==> src/rtl/core/pdp_pkg.sv <==
package pdp_pkg;

    localparam int CHAR_W       = 8;
    localparam int MASK_W       = 26;
    localparam int CFG_ADDR_W   = 2;
    localparam int CFG_DATA_W   = MASK_W;
    localparam int MAX_RES      = 4;
    localparam int RES_CNT_W    = $clog2(MAX_RES + 1);
    localparam int RES_IDX_W    = $clog2(MAX_RES);

    localparam logic [CHAR_W-1:0] SPACE_CHAR = 8'h20;
    localparam logic [CHAR_W-1:0] LETTER_A   = 8'h41;
    localparam logic [CHAR_W-1:0] LETTER_Z   = 8'h5A;

    // register indexes on the config port
    localparam logic [CFG_ADDR_W-1:0] REG_ALPHABET_MASK  = 2'd0;
    localparam logic [CFG_ADDR_W-1:0] REG_REPLACE_LETTER = 2'd1;
    localparam logic [CFG_ADDR_W-1:0] REG_FILLER_LETTER  = 2'd2;

    localparam logic [MASK_W-1:0] ALPHABET_MASK_RST  = 26'h3FFFDFF;
    localparam logic [CHAR_W-1:0] REPLACE_LETTER_RST = 8'h49;
    localparam logic [CHAR_W-1:0] FILLER_LETTER_RST  = 8'h58;

    typedef logic [CHAR_W-1:0] char_t;

endpackage

==> src/rtl/core/playfair_digraph_prepare.sv <==
// Latency: a request's first result is on the output the cycle after it is accepted.
// Throughput: one request per cycle while each yields at most one result and the output
// does not hold off; a request that yields more results (up to four) stalls the input
// after it is accepted, also while the output is held off, until its last result is taken.
// Reset: rst_n is asynchronous, active low; it clears the pairing state, empties the result
// buffer and loads the default alphabet mask, replacement and filler letters.
module playfair_digraph_prepare
    import pdp_pkg::*;
(
    input  logic                  clk,
    input  logic                  rst_n,
    // request stream
    input  logic                  s_tvalid,
    output logic                  s_tready,
    input  logic [7:0]            s_tdata,   // [7:0] message_char
    input  logic                  s_tlast,   // message_end
    // result stream
    output logic                  m_tvalid,
    input  logic                  m_tready,
    output logic [7:0]            m_tdata,   // [7:0] out_char
    output logic [0:0]            m_tuser,   // [0] has_char
    output logic                  m_tlast,   // end_of_message
    // configuration
    input  logic                  cfg_we,
    input  logic [CFG_ADDR_W-1:0] cfg_addr,
    input  logic [CFG_DATA_W-1:0] cfg_wdata
);

    logic [MASK_W-1:0]    alphabet_mask_reg;
    char_t                replace_letter_reg;
    char_t                filler_letter_reg;

    logic                 pend_valid_reg, pend_valid_next;
    char_t                pend_char_reg, pend_char_next;
    logic                 odd_reg, odd_next;

    char_t                slot_reg [MAX_RES];
    char_t                slot_next [MAX_RES];
    logic [RES_CNT_W-1:0] rem_reg, rem_next;
    logic [RES_IDX_W-1:0] pos_reg;
    logic                 has_reg, has_next;
    logic                 end_reg;

    logic                 accept;
    logic                 take;
    char_t                in_char;
    char_t                filt_char;
    logic                 is_space;

    // configuration registers
    always_ff @(posedge clk or negedge rst_n)
    begin
        if (!rst_n)
        begin
            alphabet_mask_reg  <= ALPHABET_MASK_RST;
            replace_letter_reg <= REPLACE_LETTER_RST;
            filler_letter_reg  <= FILLER_LETTER_RST;
        end
        else if (cfg_we)
        begin
            case (cfg_addr)
                REG_ALPHABET_MASK:  alphabet_mask_reg  <= cfg_wdata;
                REG_REPLACE_LETTER: replace_letter_reg <= cfg_wdata[CHAR_W-1:0];
                REG_FILLER_LETTER:  filler_letter_reg  <= cfg_wdata[CHAR_W-1:0];
                default: ;
            endcase
        end
    end

    assign in_char  = s_tdata;
    assign is_space = (in_char == SPACE_CHAR);

    always_comb
    begin
        logic [4:0] letter_idx;
        letter_idx = 5'(in_char - LETTER_A);
        filt_char  = replace_letter_reg;
        if (in_char inside {[LETTER_A:LETTER_Z]})
        begin
            if (alphabet_mask_reg[letter_idx])
                filt_char = in_char;
        end
    end

    // build the burst of results for one request
    always_comb
    begin
        logic                 held_valid;
        char_t                held_char;
        logic                 odd;
        logic [RES_CNT_W-1:0] n;

        held_valid = pend_valid_reg;
        held_char  = pend_char_reg;
        n          = '0;
        for (int i = 0; i < MAX_RES; i++)
            slot_next[i] = '0;

        if (!is_space)
        begin
            if (!pend_valid_reg)
            begin
                held_valid = 1'b1;
                held_char  = filt_char;
            end
            else
            begin
                slot_next[n[RES_IDX_W-1:0]] = pend_char_reg;
                n = n + 1'b1;
                if (pend_char_reg == filt_char)
                begin
                    slot_next[n[RES_IDX_W-1:0]] = filler_letter_reg;
                    n = n + 1'b1;
                end
                slot_next[n[RES_IDX_W-1:0]] = filt_char;
                n = n + 1'b1;
                held_valid = 1'b0;
                held_char  = '0;
            end
        end

        odd      = odd_reg ^ n[0];
        has_next = 1'b1;

        if (s_tlast)
        begin
            if (held_valid)
            begin
                slot_next[n[RES_IDX_W-1:0]] = held_char;
                n = n + 1'b1;
                odd = ~odd;
                held_valid = 1'b0;
                held_char  = '0;
            end
            if (odd)
            begin
                slot_next[n[RES_IDX_W-1:0]] = filler_letter_reg;
                n = n + 1'b1;
            end
            // empty ending: a bare end marker
            if (n == '0)
            begin
                has_next = 1'b0;
                n = RES_CNT_W'(1);
            end
            odd = 1'b0;
        end

        pend_valid_next = held_valid;
        pend_char_next  = held_char;
        odd_next        = odd;
        rem_next        = n;
    end

    assign take     = m_tvalid && m_tready;
    assign s_tready = (rem_reg == '0) || ((rem_reg == RES_CNT_W'(1)) && m_tready);
    assign accept   = s_tvalid && s_tready;

    always_ff @(posedge clk or negedge rst_n)
    begin
        if (!rst_n)
        begin
            pend_valid_reg <= 1'b0;
            pend_char_reg  <= '0;
            odd_reg        <= 1'b0;
            rem_reg        <= '0;
            pos_reg        <= '0;
            has_reg        <= 1'b0;
            end_reg        <= 1'b0;
        end
        else if (accept)
        begin
            pend_valid_reg <= pend_valid_next;
            pend_char_reg  <= pend_char_next;
            odd_reg        <= odd_next;
            rem_reg        <= rem_next;
            pos_reg        <= '0;
            has_reg        <= has_next;
            end_reg        <= s_tlast;
        end
        else if (take)
        begin
            rem_reg <= rem_reg - 1'b1;
            pos_reg <= pos_reg + 1'b1;
        end
    end

    always_ff @(posedge clk)
    begin
        if (accept)
        begin
            for (int i = 0; i < MAX_RES; i++)
                slot_reg[i] <= slot_next[i];
        end
    end

    assign m_tvalid   = (rem_reg != '0);
    assign m_tdata    = slot_reg[pos_reg];
    assign m_tuser[0] = has_reg;
    assign m_tlast    = end_reg && (rem_reg == RES_CNT_W'(1));

endmodule

==> config.mk <==
export PLATFORM = sky130hd
export DESIGN_NAME = playfair_digraph_prepare
export DESIGN_NICKNAME = d
export VERILOG_FILES = /design/src/rtl/core/pdp_pkg.sv /design/src/rtl/core/playfair_digraph_prepare.sv
export SDC_FILE = /design/constraint.sdc
export NUM_CORES = 1
export LEC_CHECK = 0
export BUFFER_PORTS_ARGS = -buffer_cell sky130_fd_sc_hd__buf_2
export CORE_MARGIN = 2
export CORE_UTILIZATION = 44
export DETAILED_ROUTE_END_ITERATION = 10
export PLACE_DENSITY_LB_ADDON = 0.12
export RECOVER_POWER = 100
export REMOVE_ABC_BUFFERS = 1
export SLEW_MARGIN = 0
export SYNTH_ARGS = -nofsm -noshare
export SYNTH_HDL_FRONTEND = slang
export SYNTH_SLANG_ARGS = --single-unit
==> constraint.sdc <==
create_clock -name clk -period 5.2 [get_ports clk]
set_input_delay 0.26 -clock clk [delete_from_list [all_inputs] [get_ports clk]]
set_output_delay 0.26 -clock clk [all_outputs]
set_load 0.05 [all_outputs]
Word-level counts from Yosys, hierarchy flattened
Memories as Yosys holds them, arrays and structs flattened. Index checks and enable logic that the tools add are counted.

Input port bits: 42. Memories: 1. ROM bits: 0. Register bits after elaboration: 59. Latch bits: 0. Logic and storage cells: 104. Memory bits (writable): 32.

Shift operators: 0. Order comparisons: 9. Equal/unequal tests: 5. Div/mod/pow operators: 0. Bitwise gates (word level): 5. Add/sub/neg operators: 6. Mux-type cells: 51. Reductions and logical operators: 17. $mul: 0.

Memories: slot_reg (depth 4, bits a word 8, rd ports 1, clocked after Yosys merged registers in 0, wr ports 4, line playfair_digraph_prepare.sv:37) `char_t slot_reg [MAX_RES];`.

Operator list (count): two-way mux 32 bit (6); bitwise mux 32 bit (3); two-way mux 8 bit (12); demux 8 bit (select 2 bit) (3); two-way mux 3 bit (12); two-way mux 1 bit (11); adder 3 x 1 -> 3 bit, second input constant (3); >= comparator 3 bit, second input constant (3); < comparator 3 x 1 -> 1 bit, second input constant (3); NOT 2 -> 3 bit (3); == test 8 x 6 -> 1 bit, second input constant (1); == test 8 bit (1); >= comparator 8 x 7 -> 1 bit, second input constant (1); <= comparator 8 x 7 -> 1 bit, second input constant (1); logical AND 1 bit (8); zero test 3 bit (2); < comparator 5 x 6 -> 1 bit, second input constant (1); two-way mux 2 bit (3); AND reduction 2 bit (3); binary-select mux 1 bit (select 5 bit) (1); subtractor 5 x 1 -> 5 bit, second input constant (1); == test 3 x 1 -> 1 bit, second input constant (1); nonzero test 3 bit (1); subtractor 3 x 1 -> 3 bit, second input constant (1); other kinds (8) (8).

Depth between registers and ports, before layout
Word-level depth: 23. Mapped depth: 22.

Worst setup path before layout
OpenSTA, ideal clock, no wires.

Kind: input -> register. Start point: input s_tdata[0]. End point: memory slot_reg[1][6] (netlist name) (data pin). Slack: 0.768 ns. Setup time: 0.257 ns. Data required time: 4.943 ns. Arrival time: 4.175 ns. Stages: 21. Buffers on the path: 6. Path through: buf_6 inv_1 ha_1 buf_2 mux4_1 o32ai_1 a211oi_1 a21oi_2 buf_2 mux2i_1 o21ai_1 or4_1 buf_2 buf_2 xnor2_1 ha_1 nand3_1 a21oi_1 a221o_1 buf_6 a32o_1.

RTL lines: from (decl) (line playfair_digraph_prepare.sv:15) `input logic [7:0] s_tdata,`; to (decl) (line playfair_digraph_prepare.sv:37).

Worst setup path in the final report
Start point: input s_tdata[1]. End point: register rem_reg[0].

Word-level cells in the longest chain between the ends: 22.

RTL lines: subtractor 5 x 1 -> 5 bit (line playfair_digraph_prepare.sv:76) `letter_idx = 5'(in_char - LETTER_A);`; binary-select mux 1 bit (select 5 bit) (line playfair_digraph_prepare.sv:80) `if (alphabet_mask_reg[letter_idx])`; two-way mux 1 bit (not written as such) (line playfair_digraph_prepare.sv:80); two-way mux 8 bit (line playfair_digraph_prepare.sv:80); two-way mux 8 bit (line playfair_digraph_prepare.sv:78) `if (in_char inside {[LETTER_A:LETTER_Z]})`; == test 8 bit (line playfair_digraph_prepare.sv:110) `if (pend_char_reg == filt_char)`; two-way mux 2 bit (line playfair_digraph_prepare.sv:110); two-way mux 3 bit (line playfair_digraph_prepare.sv:101) `if (!pend_valid_reg)`; [... 6 more ...]; two-way mux 3 bit or two-way mux 1 bit (tied branches) (line playfair_digraph_prepare.sv:125, playfair_digraph_prepare.sv:127); adder 3 x 1 -> 3 bit or two-way mux 1 bit (tied branches) (line playfair_digraph_prepare.sv:138, playfair_digraph_prepare.sv:125); two-way mux 3 bit (line playfair_digraph_prepare.sv:135) `if (odd)`; two-way mux 3 bit (line playfair_digraph_prepare.sv:125) `if (s_tlast)`; zero test 3 bit (line playfair_digraph_prepare.sv:141) `if (n == '0)`; two-way mux 3 bit (line playfair_digraph_prepare.sv:141); two-way mux 3 bit * (line playfair_digraph_prepare.sv:125); two-way mux 3 bit * (line playfair_digraph_prepare.sv:171) `else if (accept)`; to (signal assigned) (line playfair_digraph_prepare.sv:176) `rem_reg <= rem_next;`; to (signal assigned) (line playfair_digraph_prepare.sv:183) `rem_reg <= rem_reg - 1'b1;`; to (decl) (line playfair_digraph_prepare.sv:39) `logic [RES_CNT_W-1:0] rem_reg, rem_next;`.

Every way passes the cells marked *; elsewhere a longest branch is shown, timed or not. The select of a mux whose other input is x is not followed. A chain may end at the register's enable or synchronous reset.

==> flow_summary.ini <==
[grt]
use_met3_pct = 4.45
grt_use_met1_pct = 27.3
grt.overflow.total = 0
track_usage_pct = 19.6
antenna_found_initial = 0
grt_max_degree = 60
use_met2_pct = 29.7
grt-busiest-layer = met2
grt_pass1_wl_mm = 19.3
grt_pass1_vias = 3640

[synthesis]
synth_area_mm2 = 0.00526
synth_edf_count = 32
synth.most_common_cell = mux2_2
synth_compound_area_share_pct = 12.7
async_reset_ff_share_pct = 64.8
synth_cells = 451
synth_area_leader_cell = edfxtp_1
synth_ff_type = edfxtp_1
yosys-top-cells-count = mux2_2 (50), nand2_1 (42), edfxtp_1 (32)
ys_top_cells_by_area = edfxtp_1 (18%), dfstp_2 (15%), dfrtp_1 (13%), mux2_2 (11%), mux4_2 (5.1%)
synth_top_family_by_area = multiplexers
synth_xor_area_share_pct = 2.33
yosysWarnings = 0
avgSynthCellArea_um2 = 11.7
synthMuxAreaShare_pct = 19.4
synth_top_area_share_pct = 18.3
synthAdderAreaFrac_pct = 3.09
ys_ff_latch = 91
ys_types = 65
yosys.area_share.simple_pct = 12.0
seq_area_frac_synth_pct = 47.1

[hold_path]
worstHoldStart = cfg_wdata[14]
hold_depth = 2
min_path_type = primary input to flip-flop
hold_end = alphabet_mask_reg[14]

[finish]
area_growth_pct = 12.0
multi_input_area_mm2 = 0.00260
final-seq-area_mm2 = 0.00248
largest_reg_flops = 32
fin_cells = 646
nFillCells = 1051
drive_gt1_share_pct = 31.2
fin_util_pct = 51.0
n_antenna_cell = 0
nNetsFinal = 553

[placed_design]
port_buffers = 53
hpwl_mm = 8.62
place_congestion = 0.888
preCtsSetupSlack_ns = 0.172
dp_cells = 630

[setup_path]
cp_max_fo = 14
crit_chain = buf_2 -> inv_1 -> ha_1 -> mux4_1 -> o32ai_1 -> a211oi_1 -> a21oi_2 -> o2111ai_1 -> o21a_1 -> or4_1 -> xnor2_1 -> ha_1 -> and3b_1 -> o32a_1 -> a211oi_1 -> and2_0 -> a31o_2
regToRegStartpoint = alphabet_mask_reg[14]
cpMaxStageDelayCell = a21oi_2
path_class = primary input to flip-flop
crit_required_ns = 5.44
ff2ff_path_depth = 14
r2r-end = rem_reg[0]
regToRegSetupSlack_ns = 0.69
end_kind = flip-flop
critPathTopFamily = compound AO/OA/AOI/OAI gates
cpPeakStageDelay_ns = 0.65
crit_path_start_kind = primary input
critical_path_buf_inv_count = 2
crit_arrival_ns = 4.92

[sta]
clock_skew_ns = 0.0114
setup_violations = 0
finalSetupTns_ns = 0
timing.slew.headroom_pct = -108
max_freq_ghz = 0.214
hold_viol_final = 0
finalMaxSlewViolations = 101
hold_ws_ns = 0.134
final.setup.worst_slack_ns = 0.522
finalCriticalPeriod_ns = 4.68
worst_pin_slew_ns = 3.12
rsz0062_at_grt = no
period_share_pct = 90.0

[drt]
drt_pass1_iterations = 5
viasPerCell = 5.78
wl_mm = 11.8
drc = 0
via_count = 3734
routedWlPerCell_um = 18.2
drt_iter0_markers = 283
drtAntennaViolNets = 0

[clock_tree]
cts_tree = yes
clkSinkCount = 91
cts_hold_buffers = 0
post-cts-setup-buffer-count = 0
numCtsBuffers = 9
ctsResizeCount = 0
cts_max_path_buffers = 2
worstSkewPairLatency_ns = 0.36
cts_root_buffer = clkbuf_16
htree_levels = 3
clkTransAtPathRegs_ns = 0.06

[floorplan]
start_util_pct = 45.5
dieArea_mm2 = 0.0128
die_y_um = 113
core_mm2 = 0.0116
pin_count = 54
num_rows = 39
die_x_um = 113

[power_and_ir_drop]
power_density_mw_per_mm2 = 498
p_leak_nw = 2.33
vdd_drop_max_mv = 0.210

[run]
max_cap_viol_count = 2

[status]
violations = max-capacitance violations, max-slew violations
status = complete, but fails checks
## how the worst max path moves through the flow
stage	end	slack (ns)	cells past startpoint	from
finish	rem_reg[0]	0.52	17	s_tdata[1]
global route	rem_reg[0]	0.06	18	s_tdata[1]
CTS	slot_reg[2][1]	0.55	15	s_tdata[1]
detailed placement	rem_reg[0]	0.17	18	s_tdata[1]
global placement	slot_reg[0][1]	0.38	13	s_tdata[1]
floorplan	slot_reg[2][0]	0.61	13	s_tdata[0]
## worst register-to-register path, delay by kind of cell (launching register included)
family	cells	cell delay (ns)
xor gates and xnor gates	1	0.34
muxes	1	0.51
DFF	1	0.37
adders and majority gates	1	0.35
AOI/OAI and AO/OA	8	1.86
and+or+nand+nor	3	0.97
## final cells by class
class / count / area share, %
clock inverter: 6 / 0.785
tap: 143 / 3.04
multi-input combinational: 321 / 44.1
inverter: 14 / 0.892
clock buffer: 10 / 4.25
sequential: 91 / 42.0
timing repair buffer: 61 / 4.90
## stage by stage
stage | power (mW) | cell area, um2
2_1_floorplan | 1.99 | 5140
3_3_place_gp | 2.31 | 5650
3_5_place_dp | 2.33 | 5650
4_1_cts | 2.98 | 5940
5_1_grt | 3.13 | 5890
6_report | 2.94 | 5890
## power breakdown
group | switching [mW] | total (mW) | internal (mW) | leakage (nW)
registers | 0.183 | 1.17 | 0.990 | 0.968
clock network | 0.287 | 0.644 | 0.357 | 0.148
logic | 0.691 | 1.12 | 0.430 | 1.22
## layer usage
metal / up-vias / routed length, um
li1: 1778 / -
met2: 111 / 5560
met5: - / 0
met3: 15 / 523
met4: 0 / 255
met1: 1830 / 5430
## layout by cell type, fill, tap and decap left out, types with 10 or more instances in the layout
cell type	Yosys	routed
ha_1	13	13
clkbuf_16	0	10
and2_1	20	16
mux4_2	12	12
a21oi_1	17	17
inv_1	12	12
a221o_1	10	10
nor2_1	25	25
clkbuf_1	10	19
buf_2	10	39
nand2_1	42	42
edfxtp_1	32	32
mux2i_1	11	11
dfrtp_1	28	28
o21ai_0	20	20
dfstp_2	31	31
mux2_2	50	50
## cells by family after synthesis
| kind of cell | after synthesis |
|---|---|
| buffers and inverters | 39 |
| adders and majority gates | 13 |
| AOI/OAI and AO/OA | 92 |
| DFF | 91 |
| and+or+nand+nor | 125 |
| xor gates and xnor gates | 14 |
| muxes | 77 |
(Power assumes the default switching activity.)
